`config.mk`:
```
export PLATFORM = sky130hd
export DESIGN_NAME = running_mean_variance
export DESIGN_NICKNAME = d
export VERILOG_FILES = /design/src/hw/rtl/rmv_pkg.sv /design/src/hw/rtl/rmv_div.sv /design/src/hw/rtl/rmv_datapath.sv /design/src/hw/rtl/rmv_ctrl.sv /design/src/hw/rtl/running_mean_variance.sv
export SDC_FILE = /design/constraint.sdc
export NUM_CORES = 2
export LEC_CHECK = 0
export BUFFER_PORTS_ARGS = -buffer_cell sky130_fd_sc_hd__buf_2
export CORE_MARGIN = 2
export CORE_UTILIZATION = 40
export CTS_CLUSTER_DIAMETER = 150
export DETAILED_ROUTE_END_ITERATION = 7
export PLACE_DENSITY_LB_ADDON = 0.15
export SLEW_MARGIN = 20
export SYNTH_ARGS = -nofsm -noshare
export SYNTH_HDL_FRONTEND = slang
export SYNTH_HIERARCHICAL = 1
export SYNTH_SLANG_ARGS = --single-unit
```
`constraint.sdc`:
```
create_clock -name clk -period 24.6 [get_ports clk]
set_input_delay 3.69 -clock clk [delete_from_list [all_inputs] [get_ports clk]]
set_output_delay 3.69 -clock clk [all_outputs]
set_load 0.005 [all_outputs]
```
`src/hw/rtl/rmv_pkg.sv`:
```
package rmv_pkg;

  localparam int SAMPLE_BITS   = 16;
  localparam int COUNT_BITS    = 16;
  localparam int FRACTION_BITS = 16;

  localparam int MEAN_W   = SAMPLE_BITS + FRACTION_BITS;
  localparam int SQ_W     = 2 * SAMPLE_BITS + FRACTION_BITS - 1;
  localparam int DIV_W    = SQ_W;
  localparam int DIFF_W   = SQ_W + 1;
  localparam int PROD_W   = 2 * MEAN_W;
  localparam int MSQ_CMP_W = PROD_W - FRACTION_BITS;
  localparam int STEP_W   = $clog2(DIV_W + 1);

  localparam int OUT_BITS = MEAN_W + SQ_W + COUNT_BITS;
  localparam int OUT_DATA_W = ((OUT_BITS + 7) / 8) * 8;
  localparam int IN_DATA_W  = ((SAMPLE_BITS + 7) / 8) * 8;

  localparam logic [COUNT_BITS-1:0] COUNT_MAX = {COUNT_BITS{1'b1}};

  localparam logic DIV_SEL_MEAN = 1'b0;
  localparam logic DIV_SEL_SQ   = 1'b1;

  typedef struct packed {
    logic load;
    logic div_start;
    logic div_sel;
    logic apply_mean;
    logic apply_sq;
    logic mult;
    logic finish;
  } rmv_cmd_t;

  typedef struct packed {
    logic full;
    logic last;
    logic div_done;
    logic out_free;
  } rmv_status_t;

endpackage

```
`src/hw/rtl/rmv_div.sv`:
```
module rmv_div import rmv_pkg::*; (
  input  logic                  clk,
  input  logic                  rst,
  input  logic                  start,
  input  logic [DIV_W-1:0]      dividend,
  input  logic [COUNT_BITS-1:0] divisor,
  output logic                  done,
  output logic [DIV_W-1:0]      quotient
);

  logic                  busy;
  logic [STEP_W-1:0]     steps;
  logic [COUNT_BITS-1:0] rem;
  logic [DIV_W-1:0]      quo;
  logic [COUNT_BITS:0]   rem_sh;
  logic [COUNT_BITS:0]   rem_sub;
  logic                  ge;

  assign rem_sh   = {rem, quo[DIV_W-1]};
  assign ge       = rem_sh >= {1'b0, divisor};
  assign rem_sub  = rem_sh - {1'b0, divisor};
  assign quotient = quo;

  always_ff @(posedge clk) begin
    if (rst) begin
      busy  <= 1'b0;
      done  <= 1'b0;
      steps <= '0;
    end else begin
      done <= busy && (steps == STEP_W'(1));
      if (start) begin
        busy  <= 1'b1;
        steps <= STEP_W'(DIV_W);
      end else if (busy) begin
        steps <= steps - STEP_W'(1);
        if (steps == STEP_W'(1)) begin
          busy <= 1'b0;
        end
      end
    end
  end

  always_ff @(posedge clk) begin
    if (start) begin
      rem <= '0;
      quo <= dividend;
    end else if (busy) begin
      rem <= ge ? rem_sub[COUNT_BITS-1:0] : rem_sh[COUNT_BITS-1:0];
      quo <= {quo[DIV_W-2:0], ge};
    end
  end

endmodule

```
`src/hw/rtl/rmv_datapath.sv`:
```
module rmv_datapath import rmv_pkg::*; (
  input  logic                   clk,
  input  logic                   rst,
  input  rmv_cmd_t               cmd,
  output rmv_status_t            status,
  input  logic [SAMPLE_BITS-1:0] sample_value,
  input  logic                   last_sample,
  output logic                   out_valid,
  input  logic                   out_ready,
  output logic [MEAN_W-1:0]      mean_value,
  output logic [SQ_W-1:0]        variance_value,
  output logic [COUNT_BITS-1:0]  samples_used,
  output logic                   count_overflow
);

  logic signed [MEAN_W-1:0] mean;
  logic [SQ_W-1:0]          msq;
  logic [COUNT_BITS-1:0]    count;
  logic                     ovf;
  logic [SAMPLE_BITS-1:0]   x;
  logic                     last;
  logic                     full;
  logic                     neg;
  logic [PROD_W-1:0]        prod;

  logic signed [2*SAMPLE_BITS-1:0] x_sq;
  logic signed [DIFF_W-1:0]        x_scaled;
  logic signed [DIFF_W-1:0]        diff_m;
  logic signed [DIFF_W-1:0]        diff_s;
  logic signed [DIFF_W-1:0]        diff_sel;
  logic [DIFF_W-1:0]               diff_mag;
  logic [DIV_W-1:0]                quotient;
  logic                            div_done;
  logic [DIFF_W-1:0]               q_signed;
  logic [MEAN_W-1:0]               mean_mag;
  logic [MSQ_CMP_W-1:0]            mean_sq;
  logic [MSQ_CMP_W-1:0]            msq_ext;
  logic [MSQ_CMP_W-1:0]            var_full;

  assign x_sq     = $signed(x) * $signed(x);
  assign x_scaled = {{(DIFF_W-SAMPLE_BITS){x[SAMPLE_BITS-1]}}, x} <<< FRACTION_BITS;
  assign diff_m   = x_scaled - {{(DIFF_W-MEAN_W){mean[MEAN_W-1]}}, mean};
  assign diff_s   = ({{(DIFF_W-2*SAMPLE_BITS){1'b0}}, x_sq} << FRACTION_BITS)
                    - {{(DIFF_W-SQ_W){1'b0}}, msq};
  assign diff_sel = (cmd.div_sel == DIV_SEL_SQ) ? diff_s : diff_m;
  assign diff_mag = diff_sel[DIFF_W-1] ? DIFF_W'(-diff_sel) : diff_sel;

  rmv_div u_div (
    .clk      (clk),
    .rst      (rst),
    .start    (cmd.div_start),
    .dividend (diff_mag[DIV_W-1:0]),
    .divisor  (count),
    .done     (div_done),
    .quotient (quotient)
  );

  assign q_signed = neg ? DIFF_W'(-{1'b0, quotient}) : {1'b0, quotient};

  assign mean_mag = mean[MEAN_W-1] ? MEAN_W'(-mean) : mean;
  assign mean_sq  = prod[PROD_W-1:FRACTION_BITS];
  assign msq_ext  = {{(MSQ_CMP_W-SQ_W){1'b0}}, msq};
  assign var_full = (msq_ext > mean_sq) ? (msq_ext - mean_sq) : '0;

  assign status.full     = full;
  assign status.last     = last;
  assign status.div_done = div_done;
  assign status.out_free = !out_valid || out_ready;

  always_ff @(posedge clk) begin
    if (rst) begin
      mean  <= '0;
      msq   <= '0;
      count <= '0;
      ovf   <= 1'b0;
      full  <= 1'b0;
      last  <= 1'b0;
    end else if (cmd.finish) begin
      mean  <= '0;
      msq   <= '0;
      count <= '0;
      ovf   <= 1'b0;
    end else begin
      if (cmd.load) begin
        last <= last_sample;
        if (count == COUNT_MAX) begin
          ovf  <= 1'b1;
          full <= 1'b1;
        end else begin
          count <= count + COUNT_BITS'(1);
          full  <= 1'b0;
        end
      end
      if (cmd.apply_mean) begin
        mean <= mean + $signed(q_signed[MEAN_W-1:0]);
      end
      if (cmd.apply_sq) begin
        msq <= msq + q_signed[SQ_W-1:0];
      end
    end
  end

  always_ff @(posedge clk) begin
    if (cmd.load) begin
      x <= sample_value;
    end
    if (cmd.div_start) begin
      neg <= diff_sel[DIFF_W-1];
    end
    if (cmd.mult) begin
      prod <= mean_mag * mean_mag;
    end
  end

  always_ff @(posedge clk) begin
    if (rst) begin
      out_valid <= 1'b0;
    end else if (cmd.finish) begin
      out_valid <= 1'b1;
    end else if (out_ready) begin
      out_valid <= 1'b0;
    end
  end

  always_ff @(posedge clk) begin
    if (cmd.finish) begin
      mean_value     <= mean;
      variance_value <= var_full[SQ_W-1:0];
      samples_used   <= count;
      count_overflow <= ovf;
    end
  end

endmodule

```
`src/hw/rtl/rmv_ctrl.sv`:
```
module rmv_ctrl import rmv_pkg::*; (
  input  logic        clk,
  input  logic        rst,
  input  logic        in_valid,
  output logic        in_ready,
  input  rmv_status_t status,
  output rmv_cmd_t    cmd
);

  localparam logic [2:0] ST_IDLE = 3'd0;
  localparam logic [2:0] ST_UPD  = 3'd1;
  localparam logic [2:0] ST_DIVM = 3'd2;
  localparam logic [2:0] ST_DIVS = 3'd3;
  localparam logic [2:0] ST_MULT = 3'd4;
  localparam logic [2:0] ST_OUT  = 3'd5;

  logic [2:0] state;
  logic [2:0] state_next;

  assign in_ready = (state == ST_IDLE);

  always_comb begin
    cmd        = '0;
    state_next = state;
    case (state)
      ST_IDLE: begin
        if (in_valid) begin
          cmd.load   = 1'b1;
          state_next = ST_UPD;
        end
      end
      ST_UPD: begin
        if (status.full) begin
          state_next = status.last ? ST_MULT : ST_IDLE;
        end else begin
          cmd.div_start = 1'b1;
          cmd.div_sel   = DIV_SEL_MEAN;
          state_next    = ST_DIVM;
        end
      end
      ST_DIVM: begin
        if (status.div_done) begin
          cmd.apply_mean = 1'b1;
          cmd.div_start  = 1'b1;
          cmd.div_sel    = DIV_SEL_SQ;
          state_next     = ST_DIVS;
        end
      end
      ST_DIVS: begin
        if (status.div_done) begin
          cmd.apply_sq = 1'b1;
          state_next   = status.last ? ST_MULT : ST_IDLE;
        end
      end
      ST_MULT: begin
        cmd.mult   = 1'b1;
        state_next = ST_OUT;
      end
      ST_OUT: begin
        if (status.out_free) begin
          cmd.finish = 1'b1;
          state_next = ST_IDLE;
        end
      end
      default: begin
        state_next = ST_IDLE;
      end
    endcase
  end

  always_ff @(posedge clk) begin
    if (rst) begin
      state <= ST_IDLE;
    end else begin
      state <= state_next;
    end
  end

endmodule

```
`src/hw/rtl/running_mean_variance.sv`:
```
// One beat at a time: s_tready stays low until the shared bit-serial divider has run once
//   for the mean and once for the mean square, so no new sample is taken before then.
// A beat past the count limit skips the divider; a last beat adds steps for the squared
//   mean (ST_MULT) and the output register (ST_OUT).
// The result of a last beat is held back by any stall on the output side.
// Reset (rst, synchronous, active high) clears the running state and the output valid.
module running_mean_variance import rmv_pkg::*; (
  input  logic                  clk,
  input  logic                  rst,
  input  logic                  s_tvalid,
  output logic                  s_tready,
  input  logic [IN_DATA_W-1:0]  s_tdata,   // [15:0] sample_value
  input  logic                  s_tlast,   // last_sample
  output logic                  m_tvalid,
  input  logic                  m_tready,
  output logic [OUT_DATA_W-1:0] m_tdata,   // mean_value, variance_value, samples_used, zero pad
  output logic                  m_tuser    // count_overflow
);

  rmv_cmd_t              cmd;
  rmv_status_t           status;
  logic [MEAN_W-1:0]     mean_value;
  logic [SQ_W-1:0]       variance_value;
  logic [COUNT_BITS-1:0] samples_used;

  rmv_ctrl u_ctrl (
    .clk      (clk),
    .rst      (rst),
    .in_valid (s_tvalid),
    .in_ready (s_tready),
    .status   (status),
    .cmd      (cmd)
  );

  rmv_datapath u_dp (
    .clk            (clk),
    .rst            (rst),
    .cmd            (cmd),
    .status         (status),
    .sample_value   (s_tdata[SAMPLE_BITS-1:0]),
    .last_sample    (s_tlast),
    .out_valid      (m_tvalid),
    .out_ready      (m_tready),
    .mean_value     (mean_value),
    .variance_value (variance_value),
    .samples_used   (samples_used),
    .count_overflow (m_tuser)
  );

  assign m_tdata = {{(OUT_DATA_W-OUT_BITS){1'b0}}, samples_used, variance_value, mean_value};

endmodule

```
Word-level counts from Yosys, hierarchy flattened
Cells that the tools add are included.
Widths: inputs -> output; s select.
{"block": "totals", "elab_cells": 94, "mem_bits_ro": 0, "out_inout_bits": 99, "memories": 0, "mem_bits_rw": 0, "register_bits": 350, "inputBits": 21, "latchBits": 0}
{"block": "classes", "div_mod_pow": 0, "magnitude_cmp": 2, "n_mul": 2, "bitwise_logic": 2, "mux": 33, "n_reduce_logical": 12, "add_sub_neg": 11, "eq_ne": 11, "n_shift": 0}
{"cell": "$mux 47", "count": 4}
{"cell": "$neg 47->47", "count": 2}
{"cell": "$mul 32x32->64", "count": 1}
{"cell": "$gt 47x48->1", "count": 1}
{"cell": "$mux 48", "count": 1}
{"cell": "$sub 48x47->48", "count": 1}
{"cell": "$add 47x47->47", "count": 1}
{"cell": "$sub 47x47->47", "count": 1}
{"cell": "$sub 32x32->33", "count": 1}
{"cell": "$add 32x32->32", "count": 1}
{"cell": "$mul 16x16->32", "count": 1}
{"cell": "$mux 32", "count": 1}
{"cell": "$neg 32->32", "count": 1}
{"cell": "$mux 3", "count": 7}
{"cell": "$pmux 3 s6", "count": 1}
{"cell": "$ge 17x16->1", "count": 1}
{"cell": "$add 16x1->16 const B", "count": 1}
{"cell": "$eq 16x16->1 const B", "count": 1}
{"cell": "$mux 16", "count": 1}
{"cell": "$sub 16x16->16", "count": 1}
{"cell": "$mux 1", "count": 14}
{"cell": "$mux 6", "count": 2}
{"cell": "$eq 3x2->1 const B", "count": 2}
{"cell": "$eq 3x3->1 const B", "count": 2}
{"cell": "other kinds (16)", "count": 23}

Depth between registers and ports, before layout
{"block": "depth", "ltp_word": 6, "depth_mapped": 43, "depth_no_buf": 39}

Modules after synthesis
Netlist, hierarchy kept.
{"module": "rmv_datapath", "seq_area_each_um2": 6816.5, "cells_per_inst": 6319, "area_per_inst_um2": 57206.1, "n_inst": 1}
{"module": "rmv_div", "seq_area_each_um2": 1891.8, "cells_per_inst": 366, "area_per_inst_um2": 4048.9, "n_inst": 1}
{"module": "rmv_ctrl", "seq_area_each_um2": 60.1, "cells_per_inst": 34, "area_per_inst_um2": 240.2, "n_inst": 1}
{"module": "running_mean_variance", "seq_area_each_um2": 0.0, "cells_per_inst": 2, "area_per_inst_um2": 11.3, "n_inst": 1}

Worst setup path after synthesis
Ideal clock, no wire load.
{"block": "synth_path", "path_type": "input-to-reg", "start": "input port m_tready", "end": "register u_dp.mean[0]", "t_required_ns": 24.472, "cell_stages": 8, "path_buffers": 3, "setup_time_ns": 0.128, "path_slack_ns": 12.411, "arrival_time_ns": 12.062, "path_cell_list": "nand2b_1 nand2_1 nor3_1 or2_2 clkbuf_1 clkbuf_1 buf_1 nor2_1"}
{"element": "start: declaration", "line": "running_mean_variance.sv:15", "text": "input logic m_tready,"}
{"element": "end signal: assignment", "line": "rmv_datapath.sv:95", "text": "mean <= mean + $signed(q_signed[MEAN_W-1:0]);"}
{"element": "end: declaration", "line": "rmv_datapath.sv:16", "text": "logic signed [MEAN_W-1:0] mean;"}

Worst setup path in the final report
{"block": "layout_path", "start": "register u_dp.mean[0]", "end": "register u_dp.prod[60] (data pin)"}
{"block": "layout_via", "elab_chain_cells": 3}
{"element": "$neg 32->32", "line": "rmv_datapath.sv:60", "text": "assign mean_mag = mean[MEAN_W-1] ? MEAN_W'(-mean) : mean;"}
{"element": "$mux 32 *", "line": "rmv_datapath.sv:60"}
{"element": "$mul 32x32->64 *", "line": "rmv_datapath.sv:111", "text": "prod <= mean_mag * mean_mag;"}
{"element": "end signal: assignment", "line": "rmv_datapath.sv:111"}
{"element": "end: declaration", "line": "rmv_datapath.sv:24", "text": "logic [PROD_W-1:0] prod;"}
Mark *: on every way between the ends. The rest lies on a longest branch, timed or not.
A chain may end at the register's enable or synchronous reset.

==> metrics.md <==
| Metric | Value |
|---|---|
| Status | `finished, final reports clean` |
| DR pass1 iterations | `5` |
| All-Layer GR Usage | `0.238` |
| Crit path capture type | `flip-flop` |
| Final HPWL DP | `150 mm` |
| Worst Max-Slew Pin Slew | `1050 ps` |
| Hold path cells | `0` |
| Clk slew on worst S/H paths | `60 ps` |
| Clock latency on the worst-skew pair | `670 ps` |
| Total CTS buffers | `50` |
| Core area | `152000 um2` |
| Largest net degree at the start of global routing | `61` |
| First-pass GRT wire length | `288 mm` |
| Post-synth EDFFs | `208` |
| Clk root buf | `clkbuf_16` |
| Remaining global-route overflow | `0` |
| Synth top cells by count | `inv_1, fa_1, nor2_1` |
| Initial antenna violation count | `5` |
| # rows | `143` |
| GP Congestion | `0.916` |
| R2R Setup Slk | `12370 ps` |
| I/O pins | `120` |
| Syn Inst Count | `6721` |
| Pins Over Slew Limit | `0` |
| Ys async rst share | `0` |
| Crit path to | `u_dp/prod[60]$_DFFE_PP_` |
| Most frequent cell after synthesis | `inv_1` |
| Share of cells above drive strength 1 | `0.0645` |
| Die height | `396 um` |
| Mapped Avg Cell Area | `9.15 um2` |
| CTS tree | `built` |
| Count of input and output buffers | `118` |
| Worst R2R Path Depth | `38` |
| Vias in the first global route | `48.4k` |
| Post-Route WL | `185 mm` |
| Antenna Nets Post-Route | `0` |
| Die X | `396 um` |
| Setup tns final | `0 ps` |
| Tmin final | `12230 ps` |
| Worst EP required | `25030 ps` |
| Yosys cell types | `106` |
| Unrepaired setup endpoints after global routing | `no` |
| Cell count after placement | `8756` |
| Crit Path Category | `flip-flop to flip-flop` |
| Hold/Removal Path Class | `flip-flop to flip-flop` |
| Post-CTS setup buffers | `0` |
| Via Count | `46.1k` |
| Yosys reg bits | `334` |
| R2r endpoint | `u_dp/prod[60]$_DFFE_PP_` |
| Sequential fraction of the synthesis area | `0.143` |
| Layout Cells excl Fill | `8855` |
| Layout area overhead | `8.13%` |
| Skew final | `42.2 ps` |
| Final #Nets | `8386` |
| Hold buffers post-CTS | `0` |
| CP arrival | `12660 ps` |
| Primary FF master, synth | `edfxtp_1` |
| Drt via density | `5.21` |
| Worst Path Max Fanout | `19` |
| Startpoint Class | `flip-flop` |
| Initial drt markers | `2753` |
| Worst path max stage delay | `750 ps` |
| Resized cells post-CTS | `0` |
| Full die area | `157000 um2` |
| Area leader, netlist | `fa_1` |
| Top post-synthesis cells by area | `fa_1, ha_1, edfxtp_1, inv_1, dfxtp_1` |
| Final period util | `0.497` |
| Sink Count | `334` |
| CTS Buffer Depth | `3` |
| WL per Instance | `20.9 um` |
| Worst setup startpoint | `u_dp/mean[0]$_SDFFE_PP0P_` |
| Max Cap Viol | `0` |
| Hold Vio Cnt, Final | `0` |
| Yosys Warn Count | `6` |
| Initial Util | `0.404` |
| Slowest cell on the critical path | `o311ai_1` |
| Peak Freq | `81.7 MHz` |
| Worst r2r src | `u_dp/mean[0]$_SDFFE_PP0P_` |
| H-tree Lvls | `2` |
| Top cell type's share of synthesized area | `0.340` |
| # DRC | `0` |
| Cell mode on critical path | `fa_1` |
| # setup viols final | `0` |
| Slew HR | `0.293` |
| Netlist Area Pre-Place | `61500 um2` |
## cell usage in the layout, fill, tap and decap left out, drive strengths merged, types with 14 or more instances in the layout
cell type and instances:
or3 44, mux2i 86, ha 540, o21a 35, fa 1046, a21oi 247
nor3b 15, a31oi 47, or4 14, or2 24, clkbuf 69, nand4 43
mux2 50, nor3 92, edfxtp 208, o31ai 37, and2 66, nand3 64
a21o 121, nor2b 43, a211oi 48, inv 1466, o21bai 38, nand2 495
nor4 28, buf 199, conb 27, nor2 622, o21ai 179, dfxtp 126
clkinv 20, nand2b 44, and3 35, o41ai 14, xnor2 285, xor2 110
## sequential cells by signal, summed over array words and instances, names as in the netlist, 3 cells and up
signal               cells
u_ctrl/state             3
u_dp/variance_value     47
u_dp/samples_used       16
u_dp/prod               48
u_dp/msq                47
u_dp/x                  16
u_dp/mean_value         32
u_dp/u_div/quotient     47
u_dp/u_div/rem          16
u_dp/mean               32
u_dp/u_div/steps         6
u_dp/count              16
## metrics by stage
step	hold slack (ps)	setup slack, ps	area, um2	utilization
2_1_floorplan	409	12410	61600	-
5_1_grt	466	11740	66500	0.437
3_3_place_gp	466	12720	64700	0.425
3_5_place_dp	441	12380	64700	0.425
6_report	456	12370	66500	0.437
4_1_cts	466	12320	66500	0.437
## cell families after synthesis
group	share of synthesized area
simple gates	0.124
buf+inv	0.104
mux	0.0234
compound gates	0.0994
flops	0.143
fa+ha+maj	0.450
other cells	0.000183
xor+xnor	0.0562
## metal layers
metal / share of wire / vias to the layer above / wire length [um] / track usage
met4: 0.029 / 2 / 5280 / 0.0641
met3: 0.054 / 236 / 10000 / 0.0291
met5: 0.000059 / - / 11 / 0
li1: - / 21500 / - / -
met2: 0.47 / 1151 / 87600 / 0.395
met1: 0.44 / 23300 / 82300 / 0.328
## worst min-delay path by stage
stage,startpoint,endpoint,slack [ps]
final,u_dp/ovf$_SDFFE_PP0P_,u_dp/count_overflow$_DFFE_PP_,460
after detailed placement,u_dp/ovf$_SDFFE_PP0P_,u_dp/count_overflow$_DFFE_PP_,440
after CTS,u_dp/ovf$_SDFFE_PP0P_,u_dp/count_overflow$_DFFE_PP_,470
after global placement,u_dp/u_div/rem[15]$_SDFFE_PP0P_,u_dp/u_div/rem[15]$_SDFFE_PP0P_,470
after floorplan,u_dp/ovf$_SDFFE_PP0P_,u_dp/count_overflow$_DFFE_PP_,410
after global routing,u_dp/ovf$_SDFFE_PP0P_,u_dp/count_overflow$_DFFE_PP_,470
## area by class of cell
| class | instances | area [um2] |
|---|---|---|
| fill | 15000 | 85800 |
| multi-input combinational | 4727 | 46700 |
| sequential | 334 | 8770 |
| inverter | 1467 | 5510 |
| tap | 2030 | 2540 |
| clock buffer | 69 | 1460 |
| timing repair buffer | 199 | 1210 |
| clock inverter | 25 | 327 |
| antenna | 4 | 10.0 |
## worst max-delay path, delay by kind of cell (launching register included)
| kind | cells | cell delay (ps) |
|---|---|---|
| xor gates and xnor gates | 1 | 150 |
| adders and majority gates | 10 | 4850 |
| buffers and inverters | 9 | 1690 |
| and+or+nand+nor | 9 | 2260 |
| DFF | 1 | 310 |
| AOI/OAI and AO/OA | 9 | 2700 |
Power is left out: the tool's default activity adds up to more than one toggle a clock period on the data nets, which glitch-free logic cannot reach.
